File: src/s2u_pkg.sv
`default_nettype none

package s2u_pkg;

    localparam int S2U_MAX_CHARS = 4095;

    localparam logic [5:0] BASE_AUTO = 6'd0;
    localparam logic [5:0] BASE_OCT  = 6'd8;
    localparam logic [5:0] BASE_DEC  = 6'd10;
    localparam logic [5:0] BASE_HEX  = 6'd16;

    localparam logic [7:0] CH_MINUS   = 8'h2D;
    localparam logic [7:0] CH_PLUS    = 8'h2B;
    localparam logic [7:0] CH_ZERO    = 8'h30;
    localparam logic [7:0] CH_NINE    = 8'h39;
    localparam logic [7:0] CH_LOWER_A = 8'h61;
    localparam logic [7:0] CH_LOWER_Z = 8'h7A;
    localparam logic [7:0] CH_UPPER_A = 8'h41;
    localparam logic [7:0] CH_UPPER_Z = 8'h5A;
    localparam logic [7:0] CH_LOWER_X = 8'h78;
    localparam logic [7:0] CH_UPPER_X = 8'h58;
    localparam logic [7:0] LOWER_BIAS = 8'h57;
    localparam logic [7:0] UPPER_BIAS = 8'h37;

    typedef enum logic [6:0] {
        PH_IDLE       = 7'b0000001,
        PH_FIRST      = 7'b0000010,
        PH_AFTER_SIGN = 7'b0000100,
        PH_ZERO_SEEN  = 7'b0001000,
        PH_HEX_FIRST  = 7'b0010000,
        PH_DIGITS     = 7'b0100000,
        PH_DONE       = 7'b1000000
    } phase_t;

    typedef enum logic [1:0] {
        ANY_NONE = 2'd0,
        ANY_SOME = 2'd1,
        ANY_OVER = 2'd2
    } any_t;

    typedef struct packed {
        phase_t      phase;
        logic [63:0] accumulator;
        logic        negative_sign;
        logic [5:0]  effective_base;
        any_t        any_status;
    } parse_state_t;

    typedef struct packed {
        logic       string_start;
        logic [7:0] char_code;
    } in_item_t;

    typedef struct packed {
        logic [63:0] parsed_value;
        logic [11:0] end_offset;
        logic        digits_seen;
        logic        overflow_flag;
    } out_item_t;

endpackage

`default_nettype wire

File: src/s2u_parse_core.sv
`default_nettype none

module s2u_parse_core
    import s2u_pkg::*;
#(
    parameter int MAX_CHARS = S2U_MAX_CHARS
)
(
    input  wire logic                                string_start,
    input  wire logic [7:0]                          char_code,
    input  wire logic [5:0]                          number_base,
    input  wire parse_state_t                        state,
    input  wire logic [$clog2(MAX_CHARS + 1) - 1:0]  position,
    output parse_state_t                             state_next,
    output logic      [$clog2(MAX_CHARS + 1) - 1:0]  position_next,
    output logic                                     fire,
    output out_item_t                                result
);

    localparam int POS_W = $clog2(MAX_CHARS + 1);

    parse_state_t     s;
    logic [POS_W-1:0] p;
    logic             go_after;
    logic             take;
    logic [5:0]       base;
    logic [7:0]       dig_full;
    logic             dig_ok;
    logic [69:0]      prod;
    logic [69:0]      sum;
    logic [31:0]      pos_wide;

    always_comb
    begin
        s        = state;
        p        = position;
        go_after = 1'b0;
        take     = 1'b0;
        base     = BASE_DEC;
        dig_full = 8'd0;
        dig_ok   = 1'b0;
        prod     = '0;
        sum      = '0;
        pos_wide = '0;
        fire     = 1'b0;
        result   = '0;

        if (string_start)
        begin
            s.phase          = PH_FIRST;
            s.accumulator    = '0;
            s.negative_sign  = 1'b0;
            s.any_status     = ANY_NONE;
            s.effective_base = number_base;
            p                = '0;
        end
        else if (state.phase inside {PH_FIRST, PH_AFTER_SIGN, PH_ZERO_SEEN, PH_HEX_FIRST,
                                     PH_DIGITS})
        begin
            if (p < POS_W'(MAX_CHARS))
                p = p + POS_W'(1);
            else
                p = POS_W'(MAX_CHARS);
        end

        case (s.phase)
            PH_FIRST:
            begin
                if (char_code == CH_MINUS)
                begin
                    s.negative_sign = 1'b1;
                    s.phase         = PH_AFTER_SIGN;
                end
                else if (char_code == CH_PLUS)
                    s.phase = PH_AFTER_SIGN;
                else
                    go_after = 1'b1;
            end
            PH_AFTER_SIGN:
                go_after = 1'b1;
            PH_ZERO_SEEN:
            begin
                if (char_code == CH_LOWER_X || char_code == CH_UPPER_X)
                begin
                    s.effective_base = BASE_HEX;
                    s.phase          = PH_HEX_FIRST;
                end
                else
                begin
                    // The leading zero counts as a converted digit.
                    if (s.effective_base == BASE_AUTO)
                        s.effective_base = BASE_OCT;
                    s.phase      = PH_DIGITS;
                    s.any_status = ANY_SOME;
                    take         = 1'b1;
                end
            end
            PH_HEX_FIRST, PH_DIGITS:
            begin
                s.phase = PH_DIGITS;
                take    = 1'b1;
            end
            default:
            begin
            end
        endcase

        if (go_after)
        begin
            if ((s.effective_base == BASE_AUTO || s.effective_base == BASE_HEX) &&
                char_code == CH_ZERO)
                s.phase = PH_ZERO_SEEN;
            else
            begin
                if (s.effective_base == BASE_AUTO)
                    s.effective_base = BASE_DEC;
                s.phase = PH_DIGITS;
                take    = 1'b1;
            end
        end

        if (take)
        begin
            base = (s.effective_base == BASE_AUTO) ? BASE_DEC : s.effective_base;
            if (char_code inside {[CH_ZERO:CH_NINE]})
            begin
                dig_full = char_code - CH_ZERO;
                dig_ok   = 1'b1;
            end
            else if (char_code inside {[CH_LOWER_A:CH_LOWER_Z]})
            begin
                dig_full = char_code - LOWER_BIAS;
                dig_ok   = 1'b1;
            end
            else if (char_code inside {[CH_UPPER_A:CH_UPPER_Z]})
            begin
                dig_full = char_code - UPPER_BIAS;
                dig_ok   = 1'b1;
            end

            if (!dig_ok || dig_full[5:0] >= base)
            begin
                fire     = 1'b1;
                pos_wide = 32'(p);
                if (s.any_status == ANY_OVER)
                    result.parsed_value = '1;
                else if (s.negative_sign)
                    result.parsed_value = 64'd0 - s.accumulator;
                else
                    result.parsed_value = s.accumulator;
                result.end_offset    = (s.any_status != ANY_NONE) ? pos_wide[11:0] : 12'd0;
                result.digits_seen   = (s.any_status != ANY_NONE);
                result.overflow_flag = (s.any_status == ANY_OVER);
                s.phase              = PH_DONE;
            end
            else
            begin
                // Overflow exactly when the new value no longer fits in 64 bits.
                prod = 70'(s.accumulator) * 70'(base);
                sum  = prod + 70'(dig_full[5:0]);
                if (s.any_status == ANY_OVER || sum[69:64] != 6'd0)
                    s.any_status = ANY_OVER;
                else
                begin
                    s.any_status  = ANY_SOME;
                    s.accumulator = sum[63:0];
                end
            end
        end

        state_next    = s;
        position_next = p;
    end

endmodule

`default_nettype wire

File: src/string_to_u64_parser.sv
// String to unsigned 64-bit converter.
// Characters enter on the input channel (in_valid, in_stall, in_item), one byte per
// request; string_start marks the first byte of a new string. An optional sign and an
// optional 0x or 0X prefix (base 0 or 16 only) are parsed, then digits in the configured
// base, where base 0 selects 8, 10 or 16 from the prefix. The first byte that is not a
// digit produces one request on the output channel (out_valid, out_stall, out_item) with
// the value, the end offset and the digit and overflow flags. Later bytes are ignored
// until the next start. The base is written on the configuration channel (cfg_valid,
// cfg_ready, cfg_data), which is always ready, and is latched at each string start.
// A byte is registered in in_item_reg when it is accepted and is processed from there
// once the output register can move; its result and out_valid are then registered. One
// byte per cycle is sustained while no result is stalled; the digit step is a single
// 64 by 6 multiply-add. A stalled result holds in the output register; a byte that is
// already registered waits behind it, and in_stall rises only while both are occupied.
// Reset clears all control state and sets the base to automatic.
`default_nettype none

module string_to_u64_parser
    import s2u_pkg::*;
#(
    parameter int MAX_CHARS = S2U_MAX_CHARS
)
(
    input  wire logic       clk,
    input  wire logic       rst_n,
    input  wire logic       cfg_valid,
    output logic            cfg_ready,
    input  wire logic [5:0] cfg_data,
    input  wire logic       in_valid,
    output logic            in_stall,
    input  wire in_item_t   in_item,
    output logic            out_valid,
    input  wire logic       out_stall,
    output out_item_t       out_item
);

    localparam int POS_W = $clog2(MAX_CHARS + 1);

    logic             advance;
    logic             in_take;
    logic             process;
    logic             core_fire;
    out_item_t        core_result;
    parse_state_t     core_state;
    logic [POS_W-1:0] core_position;

    logic             in_valid_reg, in_valid_next;
    in_item_t         in_item_reg;
    parse_state_t     state_reg;
    logic [POS_W-1:0] position_reg;
    logic             out_valid_reg, out_valid_next;
    out_item_t        out_item_reg;
    logic [5:0]       number_base_reg;

    assign advance   = !(out_valid_reg && out_stall);
    assign in_stall  = in_valid_reg && !advance;
    assign in_take   = in_valid && !in_stall;
    assign process   = in_valid_reg && advance;
    assign cfg_ready = 1'b1;
    assign out_valid = out_valid_reg;
    assign out_item  = out_item_reg;

    s2u_parse_core #(
        .MAX_CHARS (MAX_CHARS)
    ) u_core (
        .string_start  (in_item_reg.string_start),
        .char_code     (in_item_reg.char_code),
        .number_base   (number_base_reg),
        .state         (state_reg),
        .position      (position_reg),
        .state_next    (core_state),
        .position_next (core_position),
        .fire          (core_fire),
        .result        (core_result)
    );

    always_comb
    begin
        in_valid_next = in_valid_reg;
        if (in_take)
            in_valid_next = 1'b1;
        else if (advance)
            in_valid_next = 1'b0;

        out_valid_next = out_valid_reg;
        if (advance)
            out_valid_next = process && core_fire;
    end

    always_ff @(posedge clk or negedge rst_n)
    begin
        if (!rst_n)
        begin
            in_valid_reg                 <= 1'b0;
            out_valid_reg                <= 1'b0;
            number_base_reg              <= BASE_AUTO;
            state_reg.phase              <= PH_IDLE;
            state_reg.accumulator        <= '0;
            state_reg.negative_sign      <= 1'b0;
            state_reg.effective_base     <= BASE_AUTO;
            state_reg.any_status         <= ANY_NONE;
            position_reg                 <= '0;
        end
        else
        begin
            in_valid_reg  <= in_valid_next;
            out_valid_reg <= out_valid_next;
            if (cfg_valid && cfg_ready)
                number_base_reg <= cfg_data;
            if (process)
            begin
                state_reg    <= core_state;
                position_reg <= core_position;
            end
        end
    end

    always_ff @(posedge clk)
    begin
        if (in_take)
            in_item_reg <= in_item;
        if (process && core_fire)
            out_item_reg <= core_result;
    end

    assert property (@(posedge clk) disable iff (!rst_n)
        in_stall |-> (out_valid && out_stall))
        else $error("Input stalled while the output register can move.");

    assert property (@(posedge clk) disable iff (!rst_n)
        (process && core_fire) |=> (out_valid && state_reg.phase == PH_DONE))
        else $error("A terminating byte did not produce a result and finish the string.");

    assert property (@(posedge clk) disable iff (!rst_n)
        (out_valid && out_item.overflow_flag) |-> (&out_item.parsed_value))
        else $error("Overflowed result is not saturated.");

    assert property (@(posedge clk) disable iff (!rst_n)
        (out_valid && !out_item.digits_seen) |->
            (out_item.end_offset == 12'd0 && out_item.parsed_value == 64'd0 &&
             !out_item.overflow_flag))
        else $error("Result without digits carries a value or an offset.");

    assert property (@(posedge clk) disable iff (!rst_n)
        $onehot(state_reg.phase))
        else $error("Parse phase is not one-hot.");

endmodule

`default_nettype wire
File: config.mk
export PLATFORM = sky130hd
export DESIGN_NAME = string_to_u64_parser
export DESIGN_NICKNAME = d
export VERILOG_FILES = /design/src/s2u_pkg.sv /design/src/s2u_parse_core.sv /design/src/string_to_u64_parser.sv
export SDC_FILE = /design/constraint.sdc
export NUM_CORES = 1
export LEC_CHECK = 0
export ABC_AREA = 1
export ABC_CLOCK_PERIOD_IN_PS = 7700
export BUFFER_PORTS_ARGS = -buffer_cell sky130_fd_sc_hd__buf_2
export CAP_MARGIN = 0
export CORE_MARGIN = 1.5
export CORE_UTILIZATION = 37
export CTS_CLUSTER_SIZE = 40
export DETAILED_ROUTE_END_ITERATION = 10
export GPL_TIMING_DRIVEN = 1
export HOLD_SLACK_MARGIN = 0.03
export PLACE_DENSITY = 0.5
export SETUP_SLACK_MARGIN = 0.05
export SKIP_CTS_REPAIR_TIMING = 1
export SYNTH_ARGS = -nofsm -noshare
export SYNTH_HDL_FRONTEND = slang
export SYNTH_SLANG_ARGS = --single-unit
File: constraint.sdc
create_clock -name clk -period 7.7 [get_ports clk]
set_input_delay 0.385 -clock clk [delete_from_list [all_inputs] [get_ports clk]]
set_output_delay 0.385 -clock clk [all_outputs]
set_load 0.05 [all_outputs]
==> impl_metrics.json, run 1 <==
{
  "setup-tns-final_ns": 0,
  "seqCellArea_sq_um": 5120,
  "tritoncts": "built",
  "path_max_fanout": 53,
  "wl_met3_um": 5380,
  "synth_top_flop_cell": "dfrtp_1",
  "final_util": 0.408,
  "drv_cap": 0,
  "ys_ff_latch": 187,
  "postSynthAreaPerCell_sq_um": 7.34,
  "syn_to_final_growth_pct": 8.64,
  "status": "complete, no violations",
  "cts_made_buffers": 17,
  "r2r_cells": 34,
  "die_w_um": 262,
  "endpoint_kind": "register",
  "ioPinCount": 101,
  "antenna_cells": 0,
  "synth_top_area_cell": "fa_1",
  "drt-met1-wl_um": 41300,
  "path_clk_slew_ns": 0.08,
  "antenna_found_initial": 0,
  "setup_viol": 0,
  "crit_type": "register to register",
  "io_buffers": 99,
  "leakagePower_nw": 14.2,
  "clk_latency_ns": 0.48,
  "synthCells": 3381,
  "slowest_delay_ns": 0.55,
  "synth_edf_count": 87,
  "placed_cells": 4275,
  "core_sq_um": 66100,
  "ys_top_cells_by_area": "fa_1 20%, nand2_1 12%, edfxtp_1 11%, dfrtp_1 10%, nor2_1 9.5%",
  "min_period_ns": 7.18,
  "fill_cells": 6876,
  "hold_violations": 0,
  "synth_common_cells": "775 x nand2_1, 626 x nor2_1, 357 x inv_1",
  "grt_start_max_net_pins": 100,
  "final.period_utilization": 0.933,
  "initial_core_util": 0.376,
  "clock_skew_ns": 0.0149,
  "clock_path_buffers": 2,
  "topRoutingLayerUsed": "met4",
  "syn-cell-area_sq_um": 24800,
  "hpwl_um": 67100,
  "whs_ns": 0.0841,
  "drc": 0,
  "peakVddDrop_v": 0.000185,
  "drtIter0Drc": 2055,
  "async_reset_ff_frac": 0.535,
  "via_per_inst": 5.34,
  "relSlewSlack": 0.217,
  "cp.required_ns": 8.06,
  "clock-root-buffer": "clkbuf_16",
  "htree_levels": 4,
  "die_h_um": 262,
  "globalRouteOverflowTotal": 0,
  "hold_depth": 1,
  "place_ws_ns": 0.470,
  "wl_per_cell_um": 19.7,
  "worst_slack_ns": 0.516,
  "arrival_ns": 7.54,
  "drv_slew": 0,
  "synth_top_area_share": 0.203,
  "fmax_mhz": 139,
  "layout.nets": 3872,
  "synth_most_common_cell": "nand2_1",
  "seq_area_frac_synth": 0.206,
  "post-route-cell-area_sq_um": 27000,
  "cp-start-kind": "register",
  "post_route_cells_drive_above_1_share": 0.102,
  "die_area_sq_um": 68700,
  "ys_types": 60,
  "via_count": 23000,
  "cp_slowest_cell": "buf_4",
  "placed_cell_area_sq_um": 26300,
  "grt_use_total": 0.253,
  "hold_class": "input pin to register",
  "syn_nets": 3815,
  "multi_input_area_sq_um": 17600,
  "grt_pass1_wl_um": 134000,
  "r2r_start": "in_item_reg[8]$_DFFE_PP_",
  "crit_top_cell": "nand2_1",
  "largest_reg_flops": 80,
  "drt_pre_antenna_iters": 5,
  "rsz0062_at_grt": "false",
  "grt_pass1_vias": 22800,
  "met2_length_um": 37300,
  "routed_wl_um": 85100,
  "ant_nets": 0,
  "final_cells": 4315,
  "r2r_slack_ns": 0.52,
  "finalPower_mw": 8.46,
  "cts_sinks": 187,
  "power_density_nw_per_um2": 314,
  "crit_start": "in_item_reg[8]$_DFFE_PP_",
  "tightest_slew_ns": 1.17,
  "std_cell_rows": 94,
  "gp_congestion": 0.946,
  "min_from": "in_item[3]",
  "ys_warn_count": 0
}
==> worst paths after layout <==
kind,endpoint
setup / recovery,state_reg[0]$_DFFE_PN0P_
hold / removal,in_item_reg[3]$_DFFE_PP_
setup reg to reg,state_reg[0]$_DFFE_PN0P_
hold reg to reg,state_reg[56]$_DFFE_PN0P_
max in group asynchronous,state_reg[69]$_DFFE_PN0P_
min in group asynchronous,number_base_reg[0]$_DFFE_PN0P_
==> where the power goes <==
group          leakage, nW  switching [mW]  internal, mW
Clock                0.269           0.462         0.463
Combinational         11.8            4.12          1.90
Sequential            2.14           0.155          1.36
==> final cells by class <==
cell class                 count  share of cell area
clock buffer                  21              0.0167
clock inverter                11             0.00427
inverter                     415              0.0579
multi-input combinational   2659               0.652
sequential                   187               0.190
tap                          864              0.0401
timing repair buffer         158              0.0392
==> routing by layer <==
layer	track usage	up-vias
li1	-	10900
met1	0.381	11300
met2	0.389	827
met3	0.0302	66
met4	0.0487	0
met5	0	-
==> logic make-up (layout without fill, tap and decap cells) <==
group / after synthesis / after routing / synth area share
other: 1 / 1 / 0.000151
buffers and inverters: 535 / 605 / 0.0866
flip-flops: 187 / 187 / 0.206
XOR/XNOR: 60 / 60 / 0.0212
multiplexers: 2 / 2 / 0.000857
AO/OA/AOI/OAI: 393 / 393 / 0.0901
adder cells (fa/ha/maj): 414 / 414 / 0.285
AND/OR/NAND/NOR: 1789 / 1789 / 0.310
==> critical path: cells and delay by family (launching register included) <==
| kind | cells | cell delay [ns] |
|---|---|---|
| compound gates | 1 | 0.21 |
| buf+inv | 7 | 1.43 |
| simple gates | 21 | 2.63 |
| fa+ha+maj | 5 | 2.24 |
| flops | 1 | 0.49 |
==> layout by cell type, fill, tap and decap left out, types with 5 or more instances in the layout <==
master and n:
a21o_1 5, a21oi_1 153, a31oi_1 41, and2_1 5
and3_1 7, buf_12 7, buf_2 98, buf_4 49
clkbuf_16 17, clkinv_1 6, dfrtp_1 99, edfxtp_1 87
fa_1 252, ha_1 162, inv_1 356, inv_2 51
nand2_1 775, nand2_2 31, nand2_4 12, nand3_1 196
nand3b_1 9, nand4_1 27, nor2_1 623, nor2_2 12
nor2_4 14, nor3_1 35, nor3_2 6, nor4_1 10
o211ai_1 9, o21ai_0 100, o21ai_1 26, o21bai_1 28
o22ai_1 6, or2_2 7, xnor2_1 27, xor2_1 33
No activity file was read; power rests on OpenSTA's default activity.
==> inputs of run 2 (changes only) <==
--- a/config.mk
+++ b/config.mk
@@ -16,6 +16,7 @@
 export GPL_TIMING_DRIVEN = 1
 export HOLD_SLACK_MARGIN = 0.03
 export PLACE_DENSITY = 0.5
+export REMOVE_ABC_BUFFERS = 1
 export SETUP_SLACK_MARGIN = 0.05
 export SKIP_CTS_REPAIR_TIMING = 1
 export SYNTH_ARGS = -nofsm -noshare
==> run 2 against run 1 <==
Compared with the run above: the run now ends with design-rule violations left; setup slack lost 0.0019 ns; first-iteration DRC count rose by 14%; power rose by 1.2%; non-clock buffer count down 18; clock power up 2%; hold slack worse by 0.026 ns; sequential power is essentially flat; critical path type unchanged; largest cell class unchanged.
==> impl_metrics.json, run 2 (synthesized netlist as in run 1, its figures left out) <==
{
  "initial_core_util": 0.376,
  "ant_nets": 0,
  "path_clk_slew_ns": 0.08,
  "min_period_ns": 7.19,
  "r2r_cells": 39,
  "status": "finished, violations left",
  "clock_path_buffers": 2,
  "grt_use_total": 0.263,
  "via_count": 23300,
  "relSlewSlack": 0.139,
  "slowest_delay_ns": 0.55,
  "endpoint_kind": "register",
  "drv_slew": 0,
  "grt_pass1_wl_um": 137000,
  "globalRouteOverflowTotal": 0,
  "cp.required_ns": 8.13,
  "mostFrequentLayoutCells": "771 x nand2_1, 616 x nor2_1, 356 x inv_1, 252 x fa_1, 196 x nand3_1",
  "place_ws_ns": 0.324,
  "finalPower_mw": 8.56,
  "leakagePower_nw": 14.1,
  "drv_cap": 0,
  "setup-tns-final_ns": 0,
  "hold_depth": 1,
  "die_h_um": 262,
  "die_area_sq_um": 68700,
  "cp-start-kind": "register",
  "rsz0062_at_grt": "true",
  "htree_levels": 4,
  "via_per_inst": 5.42,
  "tritoncts": "built",
  "drtIter0Drc": 2349,
  "tightest_slew_ns": 1.29,
  "clock-root-buffer": "clkbuf_16",
  "worst_slack_ns": 0.514,
  "drc": 1,
  "routed_wl_um": 89500,
  "layout.nets": 3854,
  "core_sq_um": 66100,
  "largest_reg_flops": 80,
  "wl_per_cell_um": 20.8,
  "syn_to_final_growth_pct": 8.57,
  "hold_violations": 0,
  "die_w_um": 262,
  "post-route-cell-area_sq_um": 27000,
  "fmax_mhz": 139,
  "grt_start_max_net_pins": 102,
  "final.period_utilization": 0.933,
  "cts_made_buffers": 17,
  "crit_type": "register to register",
  "placed_cell_area_sq_um": 26200,
  "final_common_cell": "nand2_1",
  "setup_viol": 0,
  "violations": "design-rule violations",
  "gp_congestion": 0.968,
  "crit_top_cell": "nand2_1",
  "arrival_ns": 7.62,
  "clk_latency_ns": 0.50,
  "r2r_slack_ns": 0.51,
  "drt_pre_antenna_iters": 9,
  "post_route_cells_drive_above_1_share": 0.102,
  "path_max_fanout": 35,
  "hpwl_um": 67500,
  "cts_sinks": 187,
  "power_density_nw_per_um2": 318,
  "hold_class": "input pin to register",
  "grt_pass1_vias": 23000,
  "whs_ns": 0.0585,
  "clock_skew_ns": 0.0161,
  "ioPinCount": 101,
  "antenna_cells": 0,
  "peakVddDrop_v": 0.000207,
  "io_buffers": 99,
  "std_cell_rows": 94,
  "cp_slowest_cell": "fa_1",
  "antenna_found_initial": 3
}
==> run 2: cell types whose count changed in the layout (fill, tap and decap cells not counted), sizes merged <==
cell and change:
buf -22, inv +3, clkbuf +2, clkinv -1
==> run 2: path summary, 6_finish.rpt <==
path | from | end
worst max-delay path | in_item_reg[5]$_DFFE_PP_ | state_reg[45]$_DFFE_PN0P_
worst min-delay path | in_item[0] | in_item_reg[0]$_DFFE_PP_
worst max register to register | in_item_reg[5]$_DFFE_PP_ | state_reg[45]$_DFFE_PN0P_
worst min register to register | state_reg[68]$_DFFE_PN0P_ | state_reg[68]$_DFFE_PN0P_
max in group asynchronous | rst_n | state_reg[57]$_DFFE_PN0P_
min in group asynchronous | rst_n | state_reg[75]$_DFFE_PN0P_
==> run 2: routing by layer <==
| layer | up-vias | global-route usage | part of all wire |
|---|---|---|---|
| met5 | - | 0 | 0 |
| met4 | 0 | 0.0637 | 0.019 |
| met3 | 93 | 0.0359 | 0.070 |
| met2 | 937 | 0.408 | 0.44 |
| met1 | 11400 | 0.384 | 0.47 |
| li1 | 10800 | - | - |
==> run 2: cell type report <==
cell class | instances | area [sq um]
Multi-Input combinational cell | 2659 | 17600
Clock buffer | 19 | 443
Inverter | 415 | 1560
Tap cell | 864 | 1080
Clock inverter | 13 | 135
Fill cell | 6943 | 39100
Timing Repair Buffer | 140 | 1000
Sequential cell | 187 | 5120
==> run 2: power breakdown <==
group	total (mW)	leakage, nW	internal, mW	switching (mW)
registers	1.51	2.14	1.36	0.154
logic	6.10	11.7	1.90	4.20
clock network	0.945	0.276	0.464	0.481
==> run 2: critical path: cells and delay by family, from the launching register on <==
kind,cells,cell delay [ns]
and+or+nand+nor,23,2.92
adders and majority gates,6,2.61
buffers and inverters,9,1.00
AOI/OAI and AO/OA,1,0.09
DFF,1,0.48
==> run 2: stage by stage <==
stage               std cells  utilization
floorplan                3261            -
global placement         4256        0.397
detailed placement       4256        0.397
CTS                      4288        0.405
global route             4297        0.408
finish                   4297        0.408
